===== src/depth_map_triangle_mesher_defines.svh =====
// Assertion macros shared by the mesher RTL.
// Needs a clk and an arst_n in the scope that uses them.
`ifndef DEPTH_MAP_TRIANGLE_MESHER_DEFINES_SVH
`define DEPTH_MAP_TRIANGLE_MESHER_DEFINES_SVH

// same-cycle implication
`define DMTM_ASSERT_IMP(name, ante, cons, msg) \
	name: assert property (@(posedge clk) disable iff (!arst_n) (ante) |-> (cons)) \
		else $error(msg);

// next-cycle implication
`define DMTM_ASSERT_NXT(name, ante, cons, msg) \
	name: assert property (@(posedge clk) disable iff (!arst_n) (ante) |=> (cons)) \
		else $error(msg);

`endif


===== src/dmtm_ram.sv =====
// Generic single-write, single-read synchronous RAM with registered read.
// No dependencies.
module dmtm_ram #(
	parameter int WIDTH = 8,
	parameter int DEPTH = 16
) (
	input  logic                     clk,
	input  logic                     we,
	input  logic [$clog2(DEPTH)-1:0] waddr,
	input  logic [WIDTH-1:0]         wdata,
	input  logic                     re,
	input  logic [$clog2(DEPTH)-1:0] raddr,
	output logic [WIDTH-1:0]         rdata
);

	logic [WIDTH-1:0] mem [DEPTH];

	always_ff @(posedge clk) begin
		if (we) begin
			mem[waddr] <= wdata;
		end
		if (re) begin
			rdata <= mem[raddr];
		end
	end

endmodule


===== config.mk =====
export PLATFORM = sky130hd
export DESIGN_NAME = dmtm_ram
export DESIGN_NICKNAME = d
export VERILOG_FILES = /design/src/depth_map_triangle_mesher_defines.svh /design/src/dmtm_ram.sv
export SDC_FILE = /design/constraint.sdc
export NUM_CORES = 1
export LEC_CHECK = 0
export ABC_CLOCK_PERIOD_IN_PS = 1860
export BUFFER_PORTS_ARGS = -buffer_cell sky130_fd_sc_hd__buf_2
export CAP_MARGIN = 20
export CORE_ASPECT_RATIO = 0.5
export CORE_MARGIN = 3
export CORE_UTILIZATION = 54
export CTS_CLUSTER_DIAMETER = 150
export DETAILED_ROUTE_END_ITERATION = 7
export MAX_ROUTING_LAYER = met4
export PLACE_DENSITY = 0.72
export REMOVE_ABC_BUFFERS = 1
export SYNTH_ARGS = -nofsm -noshare
export SYNTH_HDL_FRONTEND = slang
export SYNTH_SLANG_ARGS = --single-unit

===== constraint.sdc =====
create_clock -name clk -period 1.86 [get_ports clk]
set_input_delay 0.372 -clock clk [delete_from_list [all_inputs] [get_ports clk]]
set_output_delay 0.372 -clock clk [all_outputs]
set_load 0.02 [all_outputs]

==> impl_results.md <==
- Synthesized area per cell: 22.8 um^2
- Routed WL per cell: 24.4 um
- CTS tree: built
- Area grow syn2layout: 19.8%
- Hold buffers post-CTS: 0
- Die area: 11000 um^2
- Hold Path Cell Cnt: 1
- Status: finished, final reports clean
- Slowest CP cell: mux4_2
- Initial core utilization: 0.576
- CTS root buf: clkbuf_16
- Finished Cell Area: between 6000 and 7000 um^2
- Seq cells post-synth: ~140
- Placer Congestion: 0.771
- Final hold vios: 0
- Peak supply drop: 0.000641 V
- Crit path from: mem[7][4]
- Critical Path RT: 2010 ps
- Vias in the first global route: ~2600
- DP Area: 5680 um^2
- Crit Path Class: reg2reg
- Critical path, cell by cell: mux4_2, a22oi_1, buf_4, nand2_1
- Num CTS Buffers: 17
- CTS H-tree lvls: 4
- Crit end category: flop
- Final #Nets: 311
- Mapped Area: 5230 um^2
- Area share of the largest cell type after synthesis: 0.781
- Fillcell total: 550
- Maxcap violations: 0
- Maximum fanout along the worst path: 1
- Bufs on Longest Clock Path: 2
- Share of cells above drive strength 1: 0.338
- Crit-path leading delay family: multiplexers
- Antenna Diode Count: 0
- Die W: around 150 um
- Total GRT Usage: 0.218
- Cell variety after synth: 18
- Pwr Total: 7.06 mW
- Number of synthesized flops with an enable pin: ~140
- CTS resizes: 0
- Post-detail-place hpwl: approximately 6.3 mm
- Synth Flop Type: edfxtp_1
- Hold Path Sink: rdata[1]
- CP max stage delay: ~530 ps
- Cells after DPL: 403
- Drt via density: 5.95
- Gr ovfl total: 0
- Largest net degree at the start of global routing: 19
- R2R Setup Slk: between 200 and 250 ps
- Port Buffers: 26
- Critical Path AT: 1790 ps
- Reg clk slew, reported paths: about 60 ps
- Cells after synthesis: 229
- DRT Pass-1 Iters: 4
- CP Launch Type: flop
- First-pass GRT wire length: roughly 16 mm
- Maximum clock frequency: just over 600 MHz
- RSZ-0062 raised after global routing: no
- Slew Limit Fails: 0
- Async set or reset register ratio after synthesis: 0
- FF-to-FF Start: mem[7][4]
- Worst r2r path cells: 4
- Drt total wl: 10.6 mm
- Buf/Inv on CP: 1
- Worst R2R End: rdata[4]
- Cell with the most instances after synthesis: edfxtp_1
- Slew headroom: 0.690
- Total core area: 9070 um^2
- # DRC: 0
- Setup_tns: 0 ps
- Crit path time final: 1630 ps
- Power Density: 1130 nW/um^2
- Clk sinks: 136
- Hold Path Class: in2reg
- FP Rows: 24
- Setup Buffers After CTS: 0
- Setup-failing EPs final: 0
- Post-Route Skew: ~6 ps
- Sequential share of the synthesized area: 0.781
- Vias after detailed routing: 2590
- P_leak: 2.15 nW
- IO Count: 27
- Worst hold start: re
- Post-synth top cells: edfxtp_1, mux4_2, a22oi_1, mux4_1, nor2_1
- Final std cells w/o fill: 435
- Least-Margin Pin Slew: about 460 ps
- Final core utilization: 0.690
- Routed Antenna Nets: 0
- Die Span Y: 75.6 um
- Fin crit share: 0.879
- Yosys warning count: 0
- DRT iter0 DRCs: around 280
- Top cells by area, synth: edfxtp_1, mux4_2, mux4_1
- Antenna violations before repair: 0
- Clk_lat worst skew: between 400 and 500 ps
- Largest area contributor in the netlist: edfxtp_1
## power breakdown
group | leakage, nW | internal, mW | switching (mW)
clock network | 0.279 | 1.98 | 1.24
registers | 1.24 | 3.45 | 0.0181
logic | 0.630 | 0.152 | 0.209
total | 2.15 | 5.59 | 1.47
## worst reg2reg max path, stage by stage (launching register included)
cell and delay (ps):
edfxtp_1 410, mux4_2 530, a22oi_1 220, buf_4 180, nand2_1 50
## routing by layer
metal  wire length [um]  GRT usage  share of wire  up-vias
met5                  0          -              0        -
met4                146     0.0662          0.014        0
met3                876     0.0648          0.082       14
met2               5090      0.341           0.48      113
met1               4520      0.287           0.42     1352
li1                   -          -              -     1111
## sequential cells by signal (all words and copies together), names as in the netlist
register,count
mem,128
rdata,8
## kinds of logic after synthesis
logic type,synth area share
flops,0.781
compound gates,0.0230
buf+inv,0.0165
mux,0.148
simple gates,0.0314
## worst max-delay path by stage
stage | endpoint | slack, ps | cells past startpoint
after floorplan | mem[0][0] | -5 | 2
after global placement | rdata[1] | -100 | 5
after detailed placement | rdata[1] | -140 | 5
final | rdata[4] | 230 | 4
after global routing | rdata[1] | 200 | 3
after CTS | rdata[4] | 220 | 4
## metrics by stage
step	worst slack [ps]	hold slack, ps
global placement	-101	729
global route	203	324
finish	225	333
floorplan	-4.87	471
CTS	223	317
detailed placement	-140	734
## area by class of cell
type                    count  area, um^2  area share
flip-flops and latches    136        4080       0.652
multi-input cells          83        1060       0.169
clock buffers              18         429      0.0685
repair buffers             54         378      0.0604
well taps                 130         163      0.0260
clock inverters            14         150      0.0240
## placed cells by master (no fill, tap or decap)
master / instances
bufinv_16: 2
a22oi_1: 16
nor3_1: 4
nand3b_1: 2
clkbuf_1: 1
mux4_2: 18
clkinv_4: 4
clkinvlp_4: 2
edfxtp_1: 136
clkinv_2: 2
and2_1: 1
nor2b_1: 1
and2b_1: 1
inv_6: 3
nand3_1: 1
or3b_2: 1
buf_12: 3
buf_4: 25
nand2_1: 9
nand2b_1: 2
mux4_1: 14
clkbuf_16: 17
clkinv_1: 1
nor2_1: 13
buf_2: 26
Note: power is estimated with default switching activity, not from simulation.
