===== config.mk =====
export PLATFORM = sky130hd
export DESIGN_NAME = dmtm_proj
export DESIGN_NICKNAME = d
export VERILOG_FILES = /design/src/depth_map_triangle_mesher_defines.svh /design/src/dmtm_pkg.sv /design/src/dmtm_proj.sv
export SDC_FILE = /design/constraint.sdc
export NUM_CORES = 2
export LEC_CHECK = 0
export BUFFER_PORTS_ARGS = -buffer_cell sky130_fd_sc_hd__buf_2
export CORE_ASPECT_RATIO = 1.75
export CORE_MARGIN = 5
export CORE_UTILIZATION = 60
export CTS_BUF_LIST = sky130_fd_sc_hd__clkbuf_4
export DETAILED_ROUTE_END_ITERATION = 10
export GPL_TIMING_DRIVEN = 0
export PLACE_DENSITY = 0.8
export SYNTH_ARGS = -nofsm -noshare
export SYNTH_HDL_FRONTEND = slang
export SYNTH_SLANG_ARGS = --single-unit
export TNS_END_PERCENT = 30

===== constraint.sdc =====
create_clock -name clk -period 7.3 [get_ports clk]
set_input_delay 1.095 -clock clk [delete_from_list [all_inputs] [get_ports clk]]
set_output_delay 1.095 -clock clk [all_outputs]
set_load 0.005 [all_outputs]

===== src/depth_map_triangle_mesher_defines.svh =====
// Assertion macros shared by the mesher RTL.
// Needs a clk and an arst_n in the scope that uses them.
`ifndef DEPTH_MAP_TRIANGLE_MESHER_DEFINES_SVH
`define DEPTH_MAP_TRIANGLE_MESHER_DEFINES_SVH

// same-cycle implication
`define DMTM_ASSERT_IMP(name, ante, cons, msg) \
	name: assert property (@(posedge clk) disable iff (!arst_n) (ante) |-> (cons)) \
		else $error(msg);

// next-cycle implication
`define DMTM_ASSERT_NXT(name, ante, cons, msg) \
	name: assert property (@(posedge clk) disable iff (!arst_n) (ante) |=> (cons)) \
		else $error(msg);

`endif


===== src/dmtm_pkg.sv =====
// Shared types and constants of the depth map triangle mesher.
// No dependencies.
package dmtm_pkg;

	localparam int DEF_MAX_WIDTH  = 4096;
	localparam int DEF_MAX_HEIGHT = 4096;

	localparam int CFG_IDX_W  = 3;
	localparam int CFG_DATA_W = 25;

	localparam logic [CFG_IDX_W-1:0] REG_INV_FX    = 3'd0;
	localparam logic [CFG_IDX_W-1:0] REG_INV_FY    = 3'd1;
	localparam logic [CFG_IDX_W-1:0] REG_CENTER_X  = 3'd2;
	localparam logic [CFG_IDX_W-1:0] REG_CENTER_Y  = 3'd3;
	localparam logic [CFG_IDX_W-1:0] REG_EDGE_LIM  = 3'd4;
	localparam logic [CFG_IDX_W-1:0] REG_IMG_WIDTH = 3'd5;

	localparam logic [24:0] RST_INV_FX    = 25'd16777;
	localparam logic [24:0] RST_INV_FY    = 25'd16777;
	localparam logic [15:0] RST_CENTER_X  = 16'd5120;
	localparam logic [15:0] RST_CENTER_Y  = 16'd3840;
	localparam logic [20:0] RST_EDGE_LIM  = 21'd10486;
	localparam logic [12:0] RST_IMG_WIDTH = 13'd640;

	// ceil(2^39 / 510): exact floor divide by 510 for numerators below 2^30
	localparam logic [30:0] Z_RECIP = 31'd1077952577;
	localparam int          Z_SHIFT = 39;
	localparam logic [21:0] Z_MAX   = 22'd1048576;

	localparam logic [24:0] FACE_MAX = 25'h1FFFFFF;

	localparam int IN_DATA_W  = 40;
	localparam int OUT_DATA_W = 192;

	// output tdata field offsets
	localparam int OFS_POS_X  = 0;
	localparam int OFS_POS_Y  = 24;
	localparam int OFS_POS_Z  = 48;
	localparam int OFS_RED    = 69;
	localparam int OFS_GREEN  = 77;
	localparam int OFS_BLUE   = 85;
	localparam int OFS_CA     = 93;
	localparam int OFS_CB     = 117;
	localparam int OFS_CC     = 141;
	localparam int OFS_FACES  = 165;

	localparam logic KIND_VERTEX = 1'b0;
	localparam logic KIND_FACE   = 1'b1;

	typedef struct packed {
		logic signed [23:0] x;
		logic signed [23:0] y;
		logic [20:0]        z;
	} vtx_t;

	localparam int VTX_W = $bits(vtx_t);

	typedef struct packed {
		logic tri_a;
		logic tri_b;
	} tri_ok_t;

	typedef enum logic [3:0] {
		ST_IDLE,
		ST_ZMUL,
		ST_ZSAT,
		ST_PMUL,
		ST_PRND,
		ST_DIST,
		ST_CMP,
		ST_WRITE,
		ST_VTX,
		ST_FACE1,
		ST_FACE2
	} state_t;

endpackage


===== src/dmtm_proj.sv =====
// Back-projection pipeline: mag * inv * z, scaled by 2^-28, rounded, saturated.
// Depends on dmtm_pkg.
module dmtm_proj import dmtm_pkg::*; #(
	parameter int MAGW = 16
) (
	input  logic               clk,
	input  logic [MAGW-1:0]    mag,
	input  logic               neg,
	input  logic [24:0]        inv,
	input  logic [20:0]        z,
	output logic signed [23:0] pos
);

	localparam int TW  = MAGW + 25;
	localparam int HW  = TW - 21;
	localparam int PW  = TW + 22;
	localparam int RW  = PW - 28;

	logic [TW-1:0]      t_s1;
	logic [41:0]        lo_s2;
	logic [HW+20:0]     hi_s2;
	logic [PW-1:0]      prod;
	logic [RW-1:0]      r;
	logic signed [23:0] pos_c;

	always_ff @(posedge clk) begin
		t_s1  <= TW'(mag) * TW'(inv);
		lo_s2 <= 42'(t_s1[20:0]) * 42'(z);
		hi_s2 <= (HW+21)'(t_s1[TW-1:21]) * (HW+21)'(z);
		pos   <= pos_c;
	end

	always_comb begin
		prod = {1'b0, hi_s2, 21'b0} + PW'(lo_s2) + PW'(64'd1 << 27);
		r    = prod[PW-1:28];
		if (neg) begin
			if (r >= RW'(64'd8388608)) begin
				pos_c = 24'sh800000;
			end else begin
				pos_c = -$signed({1'b0, r[22:0]});
			end
		end else begin
			if (r > RW'(64'd8388607)) begin
				pos_c = 24'sh7FFFFF;
			end else begin
				pos_c = $signed({1'b0, r[22:0]});
			end
		end
	end

endmodule


==> impl_metrics.env <==
export IMPL_outcome="complete, but fails checks"
export IMPL_violations="negative setup slack"
export IMPL_clk_path_buf_depth=2
export IMPL_crit_fanout=5
export IMPL_die_area_um2=82800
export IMPL_postCtsHoldBufs=0
export IMPL_synthCells=5215
export IMPL_hp_class="reg2reg"
export IMPL_track_usage_pct=38.3
export IMPL_layout_commonest_cell="inv_1"
export IMPL_cts_tree="built"
export IMPL_io_buffers=86
export IMPL_vias_per_cell=5.90
export IMPL_dp_hpwl_um=129000
export IMPL_critPathArrivalTime_ns=8.02
export IMPL_area_growth_pct=6.56
export IMPL_reg2reg_slack_ns=0.02
export IMPL_fmax_ghz=0.137
export IMPL_drive_gt1_share_pct=7.09
export IMPL_synthesis_area_um2=46100
export IMPL_wirelength_um=154000
export IMPL_worst_slew_pin_slew_ns=1.13
export IMPL_row_count=134
export IMPL_drv_cap=0
export IMPL_fin_nets=6870
export IMPL_cp_endpoint="lo_s2[41]$_DFF_P_"
export IMPL_clk_pin_slew_ns=0.15
export IMPL_pin_count=88
export IMPL_grt_start_max_net_pins=17
export IMPL_synth_edf_count=0
export IMPL_drt_pass1_iterations=9
export IMPL_cts_buffers=17
export IMPL_dieWidth_um=220
export IMPL_finalHoldViolCount=0
export IMPL_finClkSkew_ns=0.0451
export IMPL_die_h_um=377
export IMPL_grt_pass1_vias=41534
export IMPL_syn_nets=6749
export IMPL_path_class="in2reg"
export IMPL_holdPathStages=1
export IMPL_most_common_layout_cells="inv_1, fa_1, nand2_1"
export IMPL_cp_required_ns=8.01
export IMPL_slew_headroom_pct=24.6
export IMPL_postSynthAreaPerCell_um2=8.85
export IMPL_core_area_um2=76300
export IMPL_yosys_register_bits=127
export IMPL_ff2ff_path_depth=26
export IMPL_preCtsSetupSlack_ns=-1.89
export IMPL_rsz0062_at_grt="yes"
export IMPL_wire_per_inst_um=24.1
export IMPL_fillCellCount=6363
export IMPL_h_tree_depth=4
export IMPL_setup_violations=1
export IMPL_fin_crit_sh_pct=100
export IMPL_slew_violations=0
export IMPL_start_kind="primary input"
export IMPL_r2r_end="lo_s2[41]$_DFF_P_"
export IMPL_synth_async_reset_ratio_pct=0
export IMPL_reg2reg_from="t_s1[4]$_DFF_P_"
export IMPL_setup_ws_ns=-0.00387
export IMPL_clock_root_buffer="clkbuf_4"
export IMPL_clock_sinks=127
export IMPL_postRouteAntennaNets=0
export IMPL_antenna_found_initial=12
export IMPL_end_kind="flip-flop"
export IMPL_synth_seq_area_share_pct=5.51
export IMPL_drt_initial_drc_count=2604
export IMPL_initial_core_util_pct=60.5
export IMPL_hold_worst_slack_ns=0.673
export IMPL_grt_overflow=0
export IMPL_drc=0
export IMPL_synthFlopType="dfxtp_1"
export IMPL_place_congestion=1.08
export IMPL_ys_warn_count=0
export IMPL_clock_latency_ns=0.78
export IMPL_vias=37673
export IMPL_post_synth_num_cell_types=82
export IMPL_cp_startpoint="z[11]"
export IMPL_grt_pass1_wl_um=235000
export IMPL_fin_crit_ns=7.30
==> worst max-delay path: stages <==
cell	delay, ns
buf_8	0.11
clkbuf_16	0.15
and2_4	0.16
fa_1	0.55
inv_2	0.05
fa_1	0.57
fa_1	0.46
fa_1	0.53
inv_1	0.05
fa_1	0.49
fa_1	0.53
inv_2	0.04
fa_1	0.53
inv_2	0.05
ha_4	0.21
a211o_1	0.33
nand4b_1	0.28
a211oi_2	0.32
nor3_2	0.11
nor2_4	0.11
buf_12	0.13
o221ai_4	0.14
o41ai_4	0.31
buf_4	0.19
o211ai_1	0.12
a31oi_1	0.24
xnor2_1	0.13
==> worst min-delay path by stage <==
stage | from | endpoint | slack [ns]
2_1_floorplan | t_s1[21]$_DFF_P_ | hi_s2[0]$_DFF_P_ | 0.45
3_3_place_gp | t_s1[21]$_DFF_P_ | hi_s2[0]$_DFF_P_ | 0.63
3_5_place_dp | t_s1[21]$_DFF_P_ | hi_s2[0]$_DFF_P_ | 0.63
4_1_cts | t_s1[21]$_DFF_P_ | hi_s2[0]$_DFF_P_ | 0.64
5_1_grt | t_s1[21]$_DFF_P_ | hi_s2[0]$_DFF_P_ | 0.66
6_report | t_s1[21]$_DFF_P_ | hi_s2[0]$_DFF_P_ | 0.67
==> layer usage <==
| layer | global-route usage [%] | share of wire [%] | vias to the layer above |
|---|---|---|---|
| met3 | 8.20 | 7.3 | 1096 |
| met1 | 35.5 | 29 | 18568 |
| met2 | 65.0 | 48 | 2083 |
| met5 | 0 | 0.018 | - |
| li1 | - | - | 15922 |
| met4 | 42.7 | 15 | 4 |
==> area by class of cell <==
type                    count  area (µm²)  area share, %
multi-input cells        3656       38500           78.3
diodes                     17        42.5         0.0865
inverters                1176        4410           8.98
flip-flops and latches    127        2550           5.18
plain buffers             252        1480           3.00
clock inverters            15         150          0.305
repair buffers            106         654           1.33
well taps                1020        1280           2.60
clock buffers              17         128          0.260
==> Yosys cell counts, types with 5 or more instances <==
library cell	count	area [µm²]
inv_1	1176	4410
and3_1	17	106
nand3b_1	5	37.5
xor2_1	30	263
ha_1	455	5690
and4_1	8	70.1
o211ai_1	16	120
a31oi_1	9	56.3
a21boi_0	7	52.6
o221ai_1	16	140
nand2_1	718	2700
and2_1	619	3870
fa_1	1015	20300
mux2i_1	8	80.1
o2111ai_1	5	43.8
o21a_1	32	240
nor3_1	35	175
o21bai_1	11	82.6
a211o_1	8	70.1
or4_1	7	52.6
nand4_1	33	206
nand3_1	46	230
a21o_1	43	323
nor2b_1	14	87.6
o21ai_0	77	385
a21oi_1	108	541
nand2b_1	28	175
nor2_1	87	327
or2_2	9	56.3
a211oi_1	18	135
a2111oi_0	6	52.6
dfxtp_1	127	2540
xnor2_1	75	657
nor4_1	6	37.5
clkbuf_1	251	942
o31ai_1	12	90.1
==> flip-flops by register name, summed over array words and instances, names as in the netlist <==
name   flops
hi_s2     41
t_s1      41
pos       24
lo_s2     21
==> through the flow <==
step	TNS, ns	instance area [µm²]	cells	utilization (%)
global route	-0.335	49100	6372	64.4
floorplan	0	46200	5215	-
CTS	-0.0206	48800	6365	64.0
finish	-0.00387	49200	6386	64.5
detailed placement	-61.31	47900	6321	62.8
global placement	-57.31	47900	6321	62.8
==> kinds of logic (layout without fill, tap and decap cells) <==
logic type | after synthesis | in the layout | share of synthesized area, %
and+or+nand+nor | 1646 | 1646 | 17.9
adders and majority gates | 1470 | 1470 | 56.4
buffers and inverters | 1432 | 1566 | 11.7
AOI/OAI and AO/OA | 422 | 422 | 6.23
DFF | 127 | 127 | 5.51
xor gates and xnor gates | 105 | 105 | 1.99
muxes | 13 | 13 | 0.304
other | 0 | 17 | 0
==> timing repair <==
item,4_1_cts,5_1_grt
cloned,0,0
endpoints found under the setup margin,39,26
endpoints found under the hold margin,0,0
pin swaps,17,37
buffers inserted,14,6
resized for setup,207,179
Power is left out: the tool's default activity adds up to more than one toggle a clock period on the data nets, which glitch-free logic cannot reach.
